===== src/hw/rtl/ir_pulse_space_capture_filter_top_defines.svh =====
// assertion macros for the ir pulse/space capture block
`ifndef IR_PULSE_SPACE_CAPTURE_FILTER_TOP_DEFINES_SVH
`define IR_PULSE_SPACE_CAPTURE_FILTER_TOP_DEFINES_SVH

// same-cycle implication, checked outside reset
`define IRPSF_ASSERT_IMPL(label, clk, rst_n, ante, cons) \
    label: assert property (@(posedge clk) disable iff (!rst_n) (ante) |-> (cons)) \
        else $error("assertion failed");

// next-cycle implication, checked outside reset
`define IRPSF_ASSERT_NEXT(label, clk, rst_n, ante, cons) \
    label: assert property (@(posedge clk) disable iff (!rst_n) (ante) |=> (cons)) \
        else $error("assertion failed");

`endif


===== src/hw/rtl/irpsf_pkg.sv =====
`timescale 1ns / 1ps
`default_nettype none

package irpsf_pkg;

    // duration word limits
    localparam logic [23:0] DUR_MAX        = 24'hFFFFFF;
    localparam logic [19:0] MICROS_PER_SEC = 20'd1000000;
    // whole-second gap beyond which the duration always saturates
    localparam logic [31:0] SEC_GAP_SAT    = 32'd17;

    // configuration register indexes
    localparam logic [1:0] CFG_SENSE_INIT  = 2'd0;
    localparam logic [1:0] CFG_GLITCH_LIM  = 2'd1;
    localparam logic [1:0] CFG_LONG_SPACE  = 2'd2;
    localparam logic [1:0] CFG_STALE_SEC   = 2'd3;

    // configuration reset values
    localparam logic        RST_SENSE_INIT = 1'b1;
    localparam logic [23:0] RST_GLITCH_LIM = 24'd250;
    localparam logic [23:0] RST_LONG_SPACE = 24'd20000;
    localparam logic [7:0]  RST_STALE_SEC  = 8'd15;

    // result queue
    localparam int unsigned QUEUE_DEPTH = 4;

    typedef struct packed {
        logic        line_level;
        logic [31:0] stamp_seconds;
        logic [19:0] stamp_micros;
    } t_in_item;

    typedef struct packed {
        logic [23:0] duration;
        logic        is_pulse;
        logic        last_of_run;
    } t_out_item;

    // saturating add of two duration words
    function automatic logic [23:0] sat_add(input logic [23:0] a, input logic [23:0] b);
        logic [24:0] s;
        s = {1'b0, a} + {1'b0, b};
        return s[24] ? DUR_MAX : s[23:0];
    endfunction

endpackage

`default_nettype wire


===== src/hw/rtl/ir_pulse_space_capture_filter_top.sv =====
`timescale 1ns / 1ps
`default_nettype none
// channel | direction | handshake                  | payload
// in      | input     | i_in_valid / o_in_ready    | i_in_data  (irpsf_pkg::t_in_item)
// out     | output    | o_out_valid / i_out_ready  | o_out_data (irpsf_pkg::t_out_item)
// cfg     | input     | i_cfg_we                   | i_cfg_idx, i_cfg_data
//
// an edge is registered, then evaluated combinationally: duration, sense and filter
// update, pushing zero to three words into a four-entry result queue.
// one edge per cycle while the words keep pace with the single-word output port;
// an edge that releases a held space gives two or three words, and the output
// port then sets the pace while the queue drains. an edge passes through the input
// register and then the result queue before its first word is out. synchronous reset
// restores all state but the input data and queue storage. a stalled output holds off
// further input once fewer than three queue entries are free.

`include "ir_pulse_space_capture_filter_top_defines.svh"

module ir_pulse_space_capture_filter_top (
    input  wire logic                 i_clk,
    input  wire logic                 i_rst_n,
    input  wire logic                 i_in_valid,
    output logic                      o_in_ready,
    input  wire irpsf_pkg::t_in_item  i_in_data,
    output logic                      o_out_valid,
    input  wire logic                 i_out_ready,
    output irpsf_pkg::t_out_item      o_out_data,
    input  wire logic                 i_cfg_we,
    input  wire logic [1:0]           i_cfg_idx,
    input  wire logic [23:0]          i_cfg_data
);

    // configuration
    logic [23:0] r_glitch;
    logic [23:0] r_long;
    logic [7:0]  r_stale;

    // filter and timing state
    logic [31:0] r_prev_sec;
    logic [19:0] r_prev_usec;
    logic        r_pol;
    logic        r_holding;
    logic [23:0] r_hs;
    logic [23:0] r_hp;

    // input register
    logic                r_in_vld;
    irpsf_pkg::t_in_item r_in;

    // result queue
    irpsf_pkg::t_out_item r_queue [irpsf_pkg::QUEUE_DEPTH];
    logic [1:0] r_wp;
    logic [1:0] r_rp;
    logic [2:0] r_cnt;

    logic        w_pop;
    logic        w_go;
    logic [2:0]  w_cnt_after_pop;

    // duration datapath
    logic        w_sec_lt;
    logic        w_backward;
    logic [31:0] w_sec_diff;
    logic        w_stale;
    logic        w_far;
    logic [24:0] w_mul;
    logic [20:0] w_delta;
    logic [26:0] w_d;
    logic [23:0] w_dur;
    logic        w_pol_eff;
    logic        w_pulse;

    // filter outputs
    logic        n_holding;
    logic [23:0] n_hs;
    logic [23:0] n_hp;
    logic [23:0] w_hp_sum;
    logic [1:0]  w_push_n;
    irpsf_pkg::t_out_item w_word [3];

    // handshake and queue room
    assign w_pop           = (r_cnt != 3'd0) && i_out_ready;
    assign w_cnt_after_pop = r_cnt - {2'b0, w_pop};
    assign w_go            = r_in_vld && (w_cnt_after_pop <= 3'd1);
    assign o_in_ready      = !r_in_vld || w_go;
    assign o_out_valid     = (r_cnt != 3'd0);
    assign o_out_data      = r_queue[r_rp];

    // elapsed time since the previous edge
    assign w_sec_lt   = r_in.stamp_seconds < r_prev_sec;
    assign w_backward = w_sec_lt ||
                        ((r_in.stamp_seconds == r_prev_sec) &&
                         (r_in.stamp_micros < r_prev_usec));
    assign w_sec_diff = r_in.stamp_seconds - r_prev_sec;
    assign w_stale    = w_sec_diff > {24'd0, r_stale};
    assign w_far      = w_sec_diff > irpsf_pkg::SEC_GAP_SAT;
    assign w_mul      = 25'(w_sec_diff[4:0]) * 25'(irpsf_pkg::MICROS_PER_SEC);
    assign w_delta    = {1'b0, r_in.stamp_micros} - {1'b0, r_prev_usec};
    assign w_d        = {2'b0, w_mul} + {{6{w_delta[20]}}, w_delta};

    always_comb begin
        if (w_backward || w_stale || w_far) begin
            w_dur = irpsf_pkg::DUR_MAX;
        end else if (w_d[26]) begin
            w_dur = 24'd0;
        end else if (w_d[25:24] != 2'b00) begin
            w_dur = irpsf_pkg::DUR_MAX;
        end else begin
            w_dur = w_d[23:0];
        end
    end

    // sense flips on a stale pulse so that it is reported as a space
    assign w_pol_eff = (!w_backward && w_stale && (r_in.line_level == r_pol)) ? !r_pol : r_pol;
    assign w_pulse   = (r_in.line_level == w_pol_eff);
    assign w_hp_sum  = irpsf_pkg::sat_add(r_hp, w_dur);

    // noise filter: hold long spaces, fold glitches, release on a real word
    always_comb begin
        n_holding = r_holding;
        n_hs      = r_hs;
        n_hp      = r_hp;
        w_push_n  = 2'd0;
        w_word[0] = '{duration: w_dur, is_pulse: w_pulse, last_of_run: 1'b1};
        w_word[1] = '{duration: w_dur, is_pulse: w_pulse, last_of_run: 1'b1};
        w_word[2] = '{duration: w_dur, is_pulse: w_pulse, last_of_run: 1'b1};
        if (r_holding && w_pulse) begin
            n_hp = w_hp_sum;
            if (w_hp_sum > r_glitch) begin
                w_word[0] = '{duration: r_hs, is_pulse: 1'b0, last_of_run: 1'b0};
                w_word[1] = '{duration: w_hp_sum, is_pulse: 1'b1, last_of_run: 1'b1};
                w_push_n  = 2'd2;
                n_holding = 1'b0;
                n_hp      = 24'd0;
            end
        end else if (!w_pulse && !r_holding && (w_dur > r_long)) begin
            n_hs      = w_dur;
            n_hp      = 24'd0;
            n_holding = 1'b1;
        end else if (!w_pulse && r_holding && (w_dur > r_long)) begin
            n_hs = irpsf_pkg::sat_add(irpsf_pkg::sat_add(r_hs, r_hp), w_dur);
            n_hp = 24'd0;
        end else if (!w_pulse && r_holding) begin
            w_word[0] = '{duration: r_hs, is_pulse: 1'b0, last_of_run: 1'b0};
            w_word[1] = '{duration: r_hp, is_pulse: 1'b1, last_of_run: 1'b0};
            w_push_n  = 2'd3;
            n_holding = 1'b0;
            n_hp      = 24'd0;
        end else begin
            w_push_n = 2'd1;
        end
    end

    // input register
    always_ff @(posedge i_clk) begin
        if (!i_rst_n) begin
            r_in_vld <= 1'b0;
        end else if (o_in_ready) begin
            r_in_vld <= i_in_valid;
        end
        if (o_in_ready && i_in_valid) begin
            r_in <= i_in_data;
        end
    end

    // configuration registers and sense
    always_ff @(posedge i_clk) begin
        if (!i_rst_n) begin
            r_pol        <= irpsf_pkg::RST_SENSE_INIT;
            r_glitch     <= irpsf_pkg::RST_GLITCH_LIM;
            r_long       <= irpsf_pkg::RST_LONG_SPACE;
            r_stale      <= irpsf_pkg::RST_STALE_SEC;
        end else if (i_cfg_we) begin
            case (i_cfg_idx)
                irpsf_pkg::CFG_SENSE_INIT: r_pol    <= i_cfg_data[0];
                irpsf_pkg::CFG_GLITCH_LIM: r_glitch <= i_cfg_data;
                irpsf_pkg::CFG_LONG_SPACE: r_long   <= i_cfg_data;
                irpsf_pkg::CFG_STALE_SEC:  r_stale  <= i_cfg_data[7:0];
                default: ;
            endcase
        end else if (w_go) begin
            r_pol <= w_pol_eff;
        end
    end

    // timing and filter state
    always_ff @(posedge i_clk) begin
        if (!i_rst_n) begin
            r_prev_sec  <= 32'd0;
            r_prev_usec <= 20'd0;
            r_holding   <= 1'b0;
            r_hs        <= 24'd0;
            r_hp        <= 24'd0;
        end else if (w_go) begin
            r_prev_sec  <= r_in.stamp_seconds;
            r_prev_usec <= r_in.stamp_micros;
            r_holding   <= n_holding;
            r_hs        <= n_hs;
            r_hp        <= n_hp;
        end
    end

    // result queue pointers
    always_ff @(posedge i_clk) begin
        if (!i_rst_n) begin
            r_wp  <= 2'd0;
            r_rp  <= 2'd0;
            r_cnt <= 3'd0;
        end else begin
            if (w_go) begin
                r_wp <= r_wp + w_push_n;
            end
            if (w_pop) begin
                r_rp <= r_rp + 2'd1;
            end
            r_cnt <= w_cnt_after_pop + (w_go ? {1'b0, w_push_n} : 3'd0);
        end
    end

    // result queue storage
    always_ff @(posedge i_clk) begin
        if (w_go && (w_push_n != 2'd0)) begin
            r_queue[r_wp] <= w_word[0];
        end
        if (w_go && (w_push_n >= 2'd2)) begin
            r_queue[r_wp + 2'd1] <= w_word[1];
        end
        if (w_go && (w_push_n == 2'd3)) begin
            r_queue[r_wp + 2'd2] <= w_word[2];
        end
    end

    // checks
    `IRPSF_ASSERT_IMPL(a_queue_bound, i_clk, i_rst_n, 1'b1, r_cnt <= 3'd4)
    `IRPSF_ASSERT_NEXT(a_out_held, i_clk, i_rst_n, o_out_valid && !w_pop, $stable(o_out_data))
    `IRPSF_ASSERT_NEXT(a_in_held, i_clk, i_rst_n, r_in_vld && !w_go, r_in_vld && $stable(r_in))

endmodule

`default_nettype wire

===== config.mk =====
export PLATFORM = sky130hd
export DESIGN_NAME = ir_pulse_space_capture_filter_top
export DESIGN_NICKNAME = d
export VERILOG_FILES = /design/src/hw/rtl/irpsf_pkg.sv /design/src/hw/rtl/ir_pulse_space_capture_filter_top.sv
export VERILOG_INCLUDE_DIRS = /design/src /design/src/hw/rtl
export SDC_FILE = /design/constraint.sdc
export NUM_CORES = 1
export LEC_CHECK = 0
export BUFFER_PORTS_ARGS = -buffer_cell sky130_fd_sc_hd__clkbuf_2
export CORE_MARGIN = 10
export CORE_UTILIZATION = 60
export CTS_BUF_LIST = sky130_fd_sc_hd__clkbuf_8
export CTS_CLUSTER_SIZE = 14
export DETAILED_ROUTE_END_ITERATION = 12
export PLACE_DENSITY_LB_ADDON = 0.1
export REMOVE_ABC_BUFFERS = 1
export SYNTH_ARGS = -nofsm -noshare
export SYNTH_HDL_FRONTEND = slang
export SYNTH_SLANG_ARGS = --single-unit

===== constraint.sdc =====
create_clock -name i_clk -period 16.2 [get_ports i_clk]
set_input_delay 3.24 -clock i_clk [delete_from_list [all_inputs] [get_ports i_clk]]
set_output_delay 3.24 -clock i_clk [all_outputs]
set_load 0.1 [all_outputs]

==> results.cfg, run 1 <==
[run_status]
status = finished clean

[flow_run]
cap_violations = 0

[worst_setup_path]
cp-end-kind = flop
r2r_start = r_in[20]
cp_common_cell = ha_1
reg2reg_slack_ns = 1.09
cp.required_ns = 16.76
worst_r2r_endpoint = r_cnt[2]
worst-setup-path-type = flop to flop
startpoint = r_in[20]
crit_path_top_delay_cell = xor2_1
crit_fanout = 23
worstPathArrival_ns = 15.68
worst_setup_path_start_kind = flop
max_stage_delay_ns = 0.71
reg2regPathDepth = 56

[logic_synthesis]
yosys.area_share.simple = 0.192
synth-xor-area-share = 0.0402
synth_area_leader_cell = edfxtp_1
synth_compound_area_frac = 0.239
synth_area_leaders = edfxtp_1 18%, dfxtp_1 14%, ha_1 11%
ys_warn_count = 0
synthFlopType = dfxtp_1
synthAdderAreaFrac = 0.124
syn_area_sq_um = 25000
async_reset_ff_frac = 0
synth_cell_type_count = 95
synth-seq-area-share = 0.321
synth_mux_area_frac = 0.0300
syn_inst = 2936
ys_ff_latch = 325
netlist.area_leader.share = 0.183
synth_top_family_by_area = compound AO/OA/AOI/OAI gates
postSynthAreaPerCell_sq_um = 8.53
synth_edf_count = 153

[placement]
dp_hpwl_microns = 58300
port_buffers = 111
gp_congestion = 1.02

[timing]
relSlewSlack = 0.122
fin_crit_sh = 0.933
finalSetupViolCount = 0
timing.fmax_mhz = 66.2
finalHoldViolCount = 0
rsz0062_at_grt = no
drv_slew = 0
worstMarginPinSlew_ns = 1.32
fin_tns_setup_ns = 0
period_needed_ns = 15.11
clock_skew_ns = 0.0398

[routing]
first_pass_iters = 10
drc = 0
routed_via_density = 6.40
num_vias = 22884
wl_per_cell_microns = 21.6
ant_nets = 0
wirelength_microns = 77300
detail_route.iter0.violations = 2504

[cts]
cts-buffers-inserted = 56
ctsHoldBuffers = 0
clk_latency_ns = 0.67
clk_pin_slew_ns = 0.06
root_buffer = clkbuf_8
htreeDepth = 2
cts_tree = done
cts_setup_buffers = 0
cts.sinks = 325
clockBufferDepth = 3

[finish]
layout_common_cells = 403 x nand2_1, 230 x ha_1, 229 x nor2_1, 206 x inv_1, 171 x dfxtp_1
final_common_cell = nand2_1
diodes = 0
area_growth_pct = 8.53
final_nets = 3318
final_layout_size_suffix_gt1_frac = 0.107
fill_cells = 3410

[global_routing]
grt_usage = 0.299
antenna_found_initial = 1
gr-total-overflow = 0
grt_max_degree = 92
grt_pass1_vias = 22202
grt_pass1_wl_microns = 121000

[floorplan]
ioPinCount = 112
core_sq_um = 41000
die_area_sq_um = 50300
fp.dieH_microns = 224
die_w_microns = 224
initial_utilization = 0.610
num_rows = 74

[worst_hold_path]
holdPathEnd = r_prev_usec[10]
hold_depth = 2
hold_path_startpoint = r_prev_usec[10]
hold_path.class = flop to flop
[synth_stat cells (6+ instances only)]
| cell | instances |
|---|---|
| nor2_1 | 232 |
| mux4_2 | 26 |
| clkbuf_1 | 94 |
| o21bai_1 | 12 |
| a31oi_1 | 33 |
| o31a_1 | 10 |
| a311oi_1 | 8 |
| nor3_2 | 6 |
| a21boi_1 | 6 |
| nand2b_1 | 39 |
| a2111oi_0 | 11 |
| a21boi_0 | 121 |
| a21o_1 | 69 |
| or4_1 | 6 |
| inv_1 | 188 |
| nand3_1 | 34 |
| buf_4 | 12 |
| edfxtp_1 | 153 |
| nand2_1 | 403 |
| fa_1 | 11 |
| a211oi_1 | 109 |
| or2_2 | 8 |
| a22oi_1 | 8 |
| o211ai_1 | 27 |
| ha_1 | 230 |
| xnor2_1 | 80 |
| nor3_1 | 133 |
| nand4_1 | 24 |
| or3_1 | 51 |
| a221oi_2 | 18 |
| o31ai_1 | 13 |
| nor2b_1 | 28 |
| and3_1 | 20 |
| o21a_1 | 42 |
| a211o_1 | 8 |
| mux2i_1 | 14 |
| and2_1 | 22 |
| dfxtp_1 | 172 |
| xor2_1 | 35 |
| nor4_1 | 6 |
| o21ai_0 | 119 |
| a21oi_1 | 152 |
| buf_2 | 34 |
[sequential cells by signal, summed over array words and instances, names as in the netlist, named ones only]
register	count
r_pol	1
r_holding	1
r_rp	2
r_hp	24
r_prev_sec	32
r_glitch	24
r_queue	104
r_wp	2
r_prev_usec	20
r_long	24
r_cnt	3
r_stale	8
r_hs	24
r_in	53
r_in_vld	1
[how the worst max path moves through the flow]
stage | slack (ns) | endpoint | depth (start not counted)
6_report | 1.09 | r_cnt[2] | 56
5_1_grt | 0.02 | r_cnt[2] | 54
4_1_cts | 1.33 | r_queue[2][16] | 53
3_5_place_dp | 1.37 | r_queue[2][10] | 53
3_3_place_gp | 1.83 | r_queue[2][19] | 56
2_1_floorplan | 0.98 | r_queue[2][10] | 52
[layer usage]
layer / share of wire / vias to the layer above / wire, microns / track usage
met1: 0.41 / 10735 / 31800 / 0.376
li1: - / 10823 / - / -
met5: 0 / - / 0 / 0
met3: 0.085 / 202 / 6560 / 0.0579
met4: 0.040 / 0 / 3100 / 0.122
met2: 0.46 / 1124 / 35800 / 0.497
[layout make-up]
class                   instances  area [sq um]  share of cell area
clock buffers                  61           840              0.0309
clock inverters                45           384              0.0141
repair buffers                144           806              0.0296
flip-flops and latches        325          8040               0.296
inverters                     188           706              0.0260
multi-input cells            2278         15700               0.579
well taps                     532           666              0.0245
[through the flow]
stage               utilization  std cells  hold WS, ns  setup slack [ns]  area [sq um]
floorplan                     -       2791        0.443             0.984         24400
detailed placement        0.633       3467        0.458              1.37         25900
finish                    0.663       3573        0.465              1.09         27200
global placement          0.633       3467        0.452              1.83         25900
global route              0.663       3573        0.477            0.0243         27200
CTS                       0.662       3573        0.467              1.33         27200
[cell families after synthesis]
logic type               Yosys count
flip-flops                       325
XOR/XNOR                         115
AND/OR/NAND/NOR                 1038
buffers and inverters            333
AO/OA/AOI/OAI                    841
adder cells (fa/ha/maj)          242
multiplexers                      42
[worst max-delay path, delay by kind of cell, from the launching register on]
kind	cells	cell delay, ns
xor gates and xnor gates	3	1.03
DFF	1	0.38
and+or+nand+nor	15	3.50
AOI/OAI and AO/OA	19	5.20
adders and majority gates	12	4.20
buffers and inverters	7	0.72
[timing repair]
action	CTS	global route
endpoints found under the hold margin	0	0
gates resized for setup	0	1
setup endpoints to repair	0	2
Power of run 1 is not shown: default switching activity piles up to over one toggle a cycle in this logic, so the estimate is an artifact.
==> run 2: changes to the inputs <==
--- a/config.mk
+++ b/config.mk
@@ -7,8 +7,10 @@
 export NUM_CORES = 1
 export LEC_CHECK = 0
 export BUFFER_PORTS_ARGS = -buffer_cell sky130_fd_sc_hd__clkbuf_2
+export CELL_PAD_IN_SITES_DETAIL_PLACEMENT = 0
+export CELL_PAD_IN_SITES_GLOBAL_PLACEMENT = 1
 export CORE_MARGIN = 10
-export CORE_UTILIZATION = 60
+export CORE_UTILIZATION = 50
 export CTS_BUF_LIST = sky130_fd_sc_hd__clkbuf_8
 export CTS_CLUSTER_SIZE = 14
 export DETAILED_ROUTE_END_ITERATION = 12
==> run 2 against run 1 <==
  * Final cell count up 4.1%
  * First-iteration DRC count down 31%
  * Non-clock buffer count up 11
  * Hold slack worse by 0.0023 ns
  * Worst setup slack better by 0.26 ns
  * Critical path depth down 1
  * Maximum frequency up 1.7%
  * Flip-flop and latch count unchanged
  * Highest routed layer unchanged
==> results.cfg, run 2 (synthesized netlist as in run 1, its figures left out) <==
[worst_setup_path]
crit_path_top_delay_cell = xor2_1
cp_common_cell = ha_1
crit_fanout = 25
worstPathArrival_ns = 15.29
worst-setup-path-type = flop to flop
cp.required_ns = 16.64
cp-end-kind = flop
max_stage_delay_ns = 0.76
worst_setup_path_start_kind = flop

[timing]
finalSetupViolCount = 0
finalHoldViolCount = 0
timing.fmax_mhz = 67.3
rsz0062_at_grt = no
fin_crit_sh = 0.917
clock_skew_ns = 0.0672
hold_ws_ns = 0.463
relSlewSlack = 0.0963
period_needed_ns = 14.86
worstMarginPinSlew_ns = 1.34
drv_slew = 0
fin_tns_setup_ns = 0

[finish]
final_nets = 3332
final_layout_size_suffix_gt1_frac = 0.108
area_growth_pct = 9.27
largest_register_ffs = 104
largest_register = r_queue
final_common_cell = nand2_1
layout_common_cells = 403 x nand2_1, 230 x nor2_1, 230 x ha_1, 207 x inv_1, 171 x dfxtp_1
top_regs = r_queue: 104 flops, r_in: 53 flops, r_prev_sec: 32 flops
fin_cells = 3721

[cts]
cts_setup_buffers = 0
root_buffer = clkbuf_8
clockBufferDepth = 3
ctsResizeCount = 0
clk_latency_ns = 0.74
clk_pin_slew_ns = 0.06
ctsHoldBuffers = 0
cts.sinks = 325
cts-buffers-inserted = 59
cts_tree = done
htreeDepth = 2

[run_status]
status = finished clean

[routing]
routed_via_density = 6.06
first_pass_iters = 5
wl_per_cell_microns = 22.0
wirelength_microns = 81700
num_vias = 22551
drc = 0
detail_route.iter0.violations = 1720
ant_nets = 0

[placement]
gp_congestion = 0.961
dpl.cell_count = 3610
port_buffers = 111
dp_hpwl_microns = 61100

[worst_hold_path]
hold_path.class = flop to flop

[floorplan]
core_sq_um = 49300
initial_utilization = 0.508
die_w_microns = 244
fp.dieH_microns = 244
die_area_sq_um = 59400
ioPinCount = 112
num_rows = 81

[global_routing]
grt_max_degree = 93
grt_pass1_wl_microns = 125000
gr-total-overflow = 0
grt_usage = 0.266
antenna_found_initial = 1
grt_pass1_vias = 21679

[flow_run]
cap_violations = 0
[run 2: cell types whose count changed in the layout (fill, tap and decap cells not counted), moves of 2 or more]
| cell | delta |
|---|---|
| clkinv_2 | -5 |
| inv_16 | +2 |
| buf_12 | +2 |
| clkinv_4 | -2 |
| buf_4 | +9 |
| clkinvlp_4 | +4 |
| bufinv_16 | -7 |
| clkbuf_8 | +5 |
| clkinv_1 | +6 |
[run 2: final cells by class]
| cell class | count | area, sq um |
|---|---|---|
| tap | 664 | 831 |
| timing repair buffer | 155 | 913 |
| clock inverter | 44 | 235 |
| clock buffer | 66 | 908 |
| sequential | 325 | 8040 |
| multi-input combinational | 2278 | 15700 |
| fill | 4721 | 21900 |
| antenna | 1 | 2.50 |
| inverter | 188 | 706 |
[run 2: stage by stage]
step | utilization | worst slack (ns) | instance area, sq um
floorplan | - | 0.984 | 24400
global placement | 0.532 | 1.86 | 26200
detailed placement | 0.532 | 1.53 | 26200
CTS | 0.555 | 1.53 | 27400
global route | 0.556 | 0.163 | 27400
finish | 0.556 | 1.34 | 27400
[run 2: critical path: cells and delay by family, from the launching register on]
kind                     cells  cell delay, ns
XOR/XNOR                     2            0.92
adder cells (fa/ha/maj)     10            3.31
buffers and inverters        9            1.35
AND/OR/NAND/NOR             14            3.79
flip-flops                   1            0.37
AO/OA/AOI/OAI               20            4.86
[run 2: layer usage]
layer | wire, microns | track usage
met1 | 34400 | 0.330
met4 | 3750 | 0.123
met2 | 39400 | 0.455
met5 | 0 | 0
met3 | 4210 | 0.0301
[run 2: path summary, 6_finish.rpt]
check | to | startpoint | slack [ns] | cells after the start
max reg2reg | r_queue[3][16] | r_in[20] | 1.34 | 55
min reg2reg | r_glitch[22] | r_glitch[22] | 0.46 | 2
min | r_glitch[22] | r_glitch[22] | 0.46 | 2
max | r_queue[3][16] | r_in[20] | 1.34 | 55
Power of run 2 is left out for the same reason.
